File: config.mk
export PLATFORM = sky130hd
export DESIGN_NAME = dda_line_rasterizer
export DESIGN_NICKNAME = d
export VERILOG_FILES = /design/src/sv/dlr_pkg.sv /design/src/sv/dda_line_rasterizer.sv /design/src/sv/dlr_div.sv /design/src/sv/dlr_pixel.sv
export SDC_FILE = /design/constraint.sdc
export NUM_CORES = 1
export LEC_CHECK = 0
export BUFFER_PORTS_ARGS = -buffer_cell sky130_fd_sc_hd__buf_2
export CAP_MARGIN = 0
export CORE_ASPECT_RATIO = 0.9
export CORE_MARGIN = 5
export CORE_UTILIZATION = 55
export DETAILED_ROUTE_END_ITERATION = 10
export PLACE_DENSITY = 0.84
export SKIP_CTS_REPAIR_TIMING = 1
export SYNTH_ARGS = -nofsm -noshare
export SYNTH_HDL_FRONTEND = slang
export SYNTH_SLANG_ARGS = --single-unit
File: constraint.sdc
create_clock -name clk -period 7.9 [get_ports clk]
set_input_delay 0.79 -clock clk [delete_from_list [all_inputs] [get_ports clk]]
set_output_delay 0.79 -clock clk [all_outputs]
set_load 0.01 [all_outputs]
File: src/sv/dlr_pkg.sv
package dlr_pkg;

  localparam int DLR_FRAC_BITS    = 16;
  localparam int DLR_SCREEN_WIDTH = 1024;

  localparam int COORD_W = 10;
  localparam int ADDR_W  = 20;
  localparam int COLOR_W = 32;
  localparam int IN_W    = 4 * COORD_W + COLOR_W;
  localparam int OUT_W   = 2 * COORD_W + ADDR_W + COLOR_W;

  localparam logic ACT_START = 1'b0;
  localparam logic ACT_STEP  = 1'b1;

  typedef struct packed {
    logic               start;
    logic [COORD_W-1:0] mag;
    logic [COORD_W-1:0] divisor;
  } dlr_div_req_t;

endpackage

File: src/sv/dda_line_rasterizer.sv
// DDA line rasterizer. A start transaction (tuser low) latches two endpoints and a color,
// then computes the per-axis increments with a shared restoring divider that produces one
// quotient bit per cycle; the two axes run one after the other, so a nonzero-length start
// holds s_tready low until both divisions finish and gives no output. Each step transaction
// (tuser high) emits one pixel with its rounded position, frame-buffer address and color;
// tlast marks the final pixel, and the end point itself is not drawn. A zero-length line
// and a step with no line in progress give no output. A two-entry output buffer lets one
// more step transaction be accepted while the output side stalls.
module dda_line_rasterizer import dlr_pkg::*; #(
  parameter int FRAC_BITS = DLR_FRAC_BITS
) (
  input  logic             clk,
  input  logic             rst,
  input  logic             s_tvalid,
  output logic             s_tready,
  input  logic [IN_W-1:0]  s_tdata,  // start_x, start_y, end_x, end_y, line_color
  input  logic             s_tuser,  // action
  output logic             m_tvalid,
  input  logic             m_tready,
  output logic [OUT_W-1:0] m_tdata,  // pixel_x, pixel_y, pixel_address, pixel_color
  output logic             m_tlast
);

  localparam int POS_W  = COORD_W + 1 + FRAC_BITS;
  localparam int STEP_W = FRAC_BITS + 2;

  localparam logic [1:0] ST_IDLE = 2'd0;
  localparam logic [1:0] ST_DIVX = 2'd1;
  localparam logic [1:0] ST_DIVY = 2'd2;

  logic [1:0]         state;
  logic [POS_W-1:0]   pos_x;
  logic [POS_W-1:0]   pos_y;
  logic [STEP_W-1:0]  step_x;
  logic [STEP_W-1:0]  step_y;
  logic [COORD_W-1:0] steps_left;
  logic [COLOR_W-1:0] held_color;
  logic               line_active;
  logic               neg_x;
  logic               neg_y;
  logic [COORD_W-1:0] ady_q;

  logic               skid_valid;
  logic [OUT_W-1:0]   skid_data;
  logic               skid_last;

  logic [COORD_W-1:0] x0, y0, x1, y1;
  logic [COLOR_W-1:0] color_in;
  logic [COORD_W-1:0] adx, ady, len;
  logic               in_fire, start_fire, step_fire, pix_fire;

  dlr_div_req_t       div_req;
  logic               div_done;
  logic [FRAC_BITS:0] div_quot;
  logic [STEP_W-1:0]  step_pos, step_new;

  logic [COORD_W-1:0] px, py;
  logic [ADDR_W-1:0]  addr;
  logic [OUT_W-1:0]   pix_data;
  logic               pix_last;

  always_comb begin
    x0       = s_tdata[COORD_W-1:0];
    y0       = s_tdata[2*COORD_W-1:COORD_W];
    x1       = s_tdata[3*COORD_W-1:2*COORD_W];
    y1       = s_tdata[4*COORD_W-1:3*COORD_W];
    color_in = s_tdata[IN_W-1:4*COORD_W];
    adx      = (x1 >= x0) ? x1 - x0 : x0 - x1;
    ady      = (y1 >= y0) ? y1 - y0 : y0 - y1;
    len      = (adx >= ady) ? adx : ady;

    s_tready   = (state == ST_IDLE) && !skid_valid;
    in_fire    = s_tvalid && s_tready;
    start_fire = in_fire && (s_tuser == ACT_START);
    step_fire  = in_fire && (s_tuser == ACT_STEP);
    pix_fire   = step_fire && line_active && (steps_left != '0);

    div_req.start   = (start_fire && (len != '0)) || ((state == ST_DIVX) && div_done);
    div_req.mag     = (state == ST_DIVX) ? ady_q : adx;
    div_req.divisor = (state == ST_DIVX) ? steps_left : len;

    step_pos = STEP_W'({1'b0, div_quot});
    step_new = ((state == ST_DIVX) ? neg_x : neg_y) ? STEP_W'(0) - step_pos : step_pos;

    pix_data = {held_color, addr, py, px};
    pix_last = (steps_left == COORD_W'(1));
  end

  dlr_div #(.FRAC_BITS(FRAC_BITS)) u_div (
    .clk  (clk),
    .rst  (rst),
    .req  (div_req),
    .done (div_done),
    .quot (div_quot)
  );

  dlr_pixel #(.FRAC_BITS(FRAC_BITS)) u_pixel (
    .pos_x (pos_x),
    .pos_y (pos_y),
    .px    (px),
    .py    (py),
    .addr  (addr)
  );

  always_ff @(posedge clk) begin
    if (rst) begin
      state       <= ST_IDLE;
      line_active <= 1'b0;
      steps_left  <= '0;
      pos_x       <= '0;
      pos_y       <= '0;
      step_x      <= '0;
      step_y      <= '0;
      held_color  <= '0;
    end else begin
      unique case (state)
        ST_IDLE: begin
          if (start_fire) begin
            held_color  <= color_in;
            pos_x       <= POS_W'({x0, {FRAC_BITS{1'b0}}});
            pos_y       <= POS_W'({y0, {FRAC_BITS{1'b0}}});
            steps_left  <= len;
            line_active <= 1'b0;
            if (len == '0) begin
              step_x <= '0;
              step_y <= '0;
            end else begin
              state <= ST_DIVX;
            end
          end else if (step_fire) begin
            if (pix_fire) begin
              pos_x      <= pos_x + POS_W'(signed'(step_x));
              pos_y      <= pos_y + POS_W'(signed'(step_y));
              steps_left <= steps_left - 1'b1;
              if (steps_left == COORD_W'(1)) begin
                line_active <= 1'b0;
              end
            end else begin
              line_active <= 1'b0;
            end
          end
        end
        ST_DIVX: begin
          if (div_done) begin
            step_x <= step_new;
            state  <= ST_DIVY;
          end
        end
        ST_DIVY: begin
          if (div_done) begin
            step_y      <= step_new;
            line_active <= 1'b1;
            state       <= ST_IDLE;
          end
        end
        default: begin
          state <= ST_IDLE;
        end
      endcase
    end
  end

  always_ff @(posedge clk) begin
    if (start_fire) begin
      neg_x <= x1 < x0;
      neg_y <= y1 < y0;
      ady_q <= ady;
    end
  end

  always_ff @(posedge clk) begin
    if (rst) begin
      m_tvalid   <= 1'b0;
      skid_valid <= 1'b0;
    end else if (m_tvalid && !m_tready) begin
      if (pix_fire) begin
        skid_valid <= 1'b1;
      end
    end else if (skid_valid) begin
      m_tvalid   <= 1'b1;
      skid_valid <= 1'b0;
    end else begin
      m_tvalid <= pix_fire;
    end
  end

  always_ff @(posedge clk) begin
    if (m_tvalid && !m_tready) begin
      if (pix_fire) begin
        skid_data <= pix_data;
        skid_last <= pix_last;
      end
    end else if (skid_valid) begin
      m_tdata <= skid_data;
      m_tlast <= skid_last;
    end else if (pix_fire) begin
      m_tdata <= pix_data;
      m_tlast <= pix_last;
    end
  end

  a_ready_only_idle: assert property (@(posedge clk) disable iff (rst)
    s_tready |-> (state == ST_IDLE))
    else $error("input accepted while the divider is running");

  a_skid_implies_out: assert property (@(posedge clk) disable iff (rst)
    skid_valid |-> m_tvalid)
    else $error("skid entry held with an empty output register");

  a_active_has_steps: assert property (@(posedge clk) disable iff (rst)
    line_active |-> (steps_left != '0))
    else $error("line active with no pixels left");

  a_divy_activates: assert property (@(posedge clk) disable iff (rst)
    ((state == ST_DIVY) && div_done) |=> (line_active && (state == ST_IDLE)))
    else $error("line not armed after the second division");

endmodule

File: src/sv/dlr_div.sv
module dlr_div import dlr_pkg::*; #(
  parameter int FRAC_BITS = DLR_FRAC_BITS
) (
  input  logic               clk,
  input  logic               rst,
  input  dlr_div_req_t       req,
  output logic               done,
  output logic [FRAC_BITS:0] quot
);

  localparam int DW    = COORD_W + FRAC_BITS;
  localparam int CNT_W = $clog2(DW + 1);

  logic               busy;
  logic [CNT_W-1:0]   cnt;
  logic [DW-1:0]      acc;
  logic [COORD_W-1:0] rem;
  logic [COORD_W-1:0] divisor;

  logic [COORD_W:0]   rem_sh;
  logic               ge;
  logic [COORD_W-1:0] rem_next;

  always_comb begin
    rem_sh   = {rem, acc[DW-1]};
    ge       = rem_sh >= {1'b0, divisor};
    rem_next = ge ? COORD_W'(rem_sh - {1'b0, divisor}) : rem_sh[COORD_W-1:0];
  end

  always_ff @(posedge clk) begin
    if (rst) begin
      busy <= 1'b0;
      done <= 1'b0;
      cnt  <= '0;
    end else begin
      done <= 1'b0;
      if (req.start) begin
        busy <= 1'b1;
        cnt  <= CNT_W'(DW);
      end else if (busy) begin
        cnt <= cnt - 1'b1;
        if (cnt == CNT_W'(1)) begin
          busy <= 1'b0;
          done <= 1'b1;
        end
      end
    end
  end

  always_ff @(posedge clk) begin
    if (req.start) begin
      acc     <= {req.mag, {FRAC_BITS{1'b0}}};
      rem     <= '0;
      divisor <= req.divisor;
    end else if (busy) begin
      acc <= {acc[DW-2:0], ge};
      rem <= rem_next;
    end
  end

  assign quot = acc[FRAC_BITS:0];

endmodule

File: src/sv/dlr_pixel.sv
module dlr_pixel import dlr_pkg::*; #(
  parameter int FRAC_BITS = DLR_FRAC_BITS
) (
  input  logic [COORD_W+FRAC_BITS:0] pos_x,
  input  logic [COORD_W+FRAC_BITS:0] pos_y,
  output logic [COORD_W-1:0]         px,
  output logic [COORD_W-1:0]         py,
  output logic [ADDR_W-1:0]          addr
);

  localparam int POS_W = COORD_W + 1 + FRAC_BITS;

  logic [POS_W:0] sum_x;
  logic [POS_W:0] sum_y;

  always_comb begin
    sum_x = {1'b0, pos_x} + ((POS_W + 1)'(1) << (FRAC_BITS - 1));
    sum_y = {1'b0, pos_y} + ((POS_W + 1)'(1) << (FRAC_BITS - 1));
    px    = sum_x[FRAC_BITS+COORD_W-1:FRAC_BITS];
    py    = sum_y[FRAC_BITS+COORD_W-1:FRAC_BITS];
    addr  = ADDR_W'(ADDR_W'(py) * ADDR_W'(DLR_SCREEN_WIDTH)) + ADDR_W'(px);
  end

endmodule
==> results.ini <==
[status]
status=finished clean

[place]
place_congestion=0.959
place_area_mm2=0.0183
hpwl_mm=31.0
portBuffers=151

[worst_setup_path]
path_cells=buf_2, inv_1, ha_1, inv_1, fa_1, a211oi_1, o21ai_1, a21oi_2, mux2i_1, xor2_1, ha_1, nand2_1, o21ai_0, a221oi_1, o21ai_1, clkinv_1, a21oi_1, o22ai_2, o31ai_4, nand2_2, buf_4, or2_1
reg2reg_from=skid_valid
cp_top_family=compound AO/OA/AOI/OAI gates
worstPathArrival_ns=6.76
crit_start=s_tdata[30]
setup.worst_path.start_class=input pin
worstPathMaxFanout=51
critPathKind=input pin to register
critPathRequiredTime_ns=8.15
critPathBufInv=5
cpPeakStageDelay_ns=0.81
cp_slowest_cell=o21ai_1
critPathCaptureType=register

[cts]
root_buffer=clkbuf_16
worstSkewPairLatency_ns=0.57
htreeDepth=1
clk_pin_slew_ns=0.07
cts_tree=built
cts.path.max_buffers=3
numCtsBuffers=30
numClockSinks=306

[grt]
grt_pass1_vias=13500
grt_usage=0.244
antenna_found_initial=0
grt_remaining_overflow=0
grt_first_pass_wirelength_mm=70.8
grt_max_degree=77

[route]
viasPerCell=6.09
avgRoutedWirePerCell_um=18.9
totalWireLength_mm=43.9
ant_nets=0
vias=14100
drc=0
firstDrtPassIters=6
drt-initial-drc-count=1279

[sta]
setup_violations=0
min_period_ns=6.50
relSlewSlack=0.254
final_max_slew_viol_count=0
finalSetupTns_ns=0
hold_slack_ns=0.457
clock.fmax_ghz=0.154
fin_skew_ns=0.0220
rsz0062_at_grt=false
period_share=0.823
hold_viol=0
worstMarginPinSlew_ns=1.12

[die]
pin_count=152
core_area_mm2=0.0311
die_h_um=179
start_util=0.559
die_w_um=197
rows=61
die-area_mm2=0.0353

[layout]
fillers=2475
fin_area_mm2=0.0193
syn_to_final_growth_pct=11.1
fin_nets=2082
mostFrequentLayoutCell=nand2_1
most-common-layout-cells=nand2_1 (187), dfxtp_1 (166), buf_2 (150)
final_layout_size_suffix_gt1_frac=0.166

[synthesis]
ys_ff_latch=306
synth_flop_cell=dfxtp_1
avgSynthCellArea_um2=9.71
yosys_warnings=0
synth-async-reset-ratio=0
synth_fp_nets=1988
synth_edf_count=138
synth_area_mm2=0.0174
synth_cell_types=91
syn_inst=1789
ys_seq_area_frac=0.432

[power_and_ir_drop]
p_per_area_mw_per_mm2=216
power.leakage_nw=8.16
peakVddDrop_mv=0.206

[min_path]
hold_class=register to register
hp-start=held_color[29]

[run]
drv_cap=0

synth_stat cells, types with 19 or more instances:
master,count,area share
mux2i_1,34,0.020
a211oi_1,19,0.0082
nor2_1,113,0.024
clkbuf_1,58,0.013
edfxtp_1,138,0.24
nand2_1,187,0.040
mux2_2,55,0.036
and3_1,23,0.0083
o2bb2ai_1,35,0.018
buf_4,23,0.0099
a21oi_1,146,0.042
nand2b_1,22,0.0079
dfxtp_1,168,0.19
nor2b_1,21,0.0076
xor2_1,29,0.015
a21o_1,45,0.019
o21ai_0,60,0.017
inv_1,106,0.023
nor3_1,28,0.0081
ha_1,115,0.083
xnor2_1,52,0.026
nand3_1,55,0.016
a31oi_1,26,0.0094
report_power, final:
part	internal, W	switching [W]
Combinational	0.000332	0.000548
Sequential	0.00173	0.0000627
Clock	0.000871	0.000619
cell families (layout without fill, tap and decap cells):
logic type               Yosys count  after routing  synth area share
multiplexers                      90             90            0.0559
buffers and inverters            208            326            0.0523
AO/OA/AOI/OAI                    473            473             0.189
AND/OR/NAND/NOR                  506            506             0.136
XOR/XNOR                          84             84            0.0436
flip-flops                       306            306             0.432
other                              0              2                 0
adder cells (fa/ha/maj)          122            122            0.0909
worst register-to-register path: cells and delay by family, from the launching register on:
kind | cells | cell delay, ns
and+or+nand+nor | 5 | 1.50
buffers and inverters | 3 | 1.31
AOI/OAI and AO/OA | 1 | 0.61
DFF | 1 | 0.31
final timing paths:
kind              endpoint  depth (start not counted)  slack [ns]
min reg2reg  skid_data[69]                          0        0.46
min          skid_data[69]                          0        0.46
max          u_div.acc[25]                         22        1.40
max reg2reg    m_tdata[28]                          9        3.72
area by class of cell:
class,count,area (um^2),area share
Multi-Input combinational cell,1275,8990,0.466
Sequential cell,306,7510,0.389
Clock buffer,42,866,0.0448
Timing Repair Buffer,161,833,0.0432
Tap cell,409,512,0.0265
Inverter,109,409,0.0212
Clock inverter,14,179,0.00927
Antenna cell,2,5.00,0.000259
through the flow:
step | total power [W] | cells | setup WS (ns) | util
final | 0.00416 | 2318 | 1.40 | 0.622
after global routing | 0.00434 | 2316 | 0.856 | 0.621
after floorplan | 0.00246 | 1789 | 2.78 | -
after detailed placement | 0.00268 | 2260 | 0.930 | 0.588
after global placement | 0.00265 | 2260 | 1.11 | 0.588
after CTS | 0.00416 | 2316 | 1.51 | 0.621
sequential cells by signal (all words and copies together) (netlist names), 18 cells and up:
register	cells
u_div.acc	26
step_y	18
pos_y	26
step_x	18
held_color	32
pos_x	26
m_tdata	52
skid_data	52
routing by layer:
layer / up-vias / global-route usage / routed length, um
met4: 0 / 0.0630 / 1170
li1: 6680 / - / -
met3: 77 / 0.0359 / 3650
met1: 6751 / 0.350 / 19600
met2: 616 / 0.388 / 19500
met5: - / 0 / 0
(Power assumes the default switching activity.)
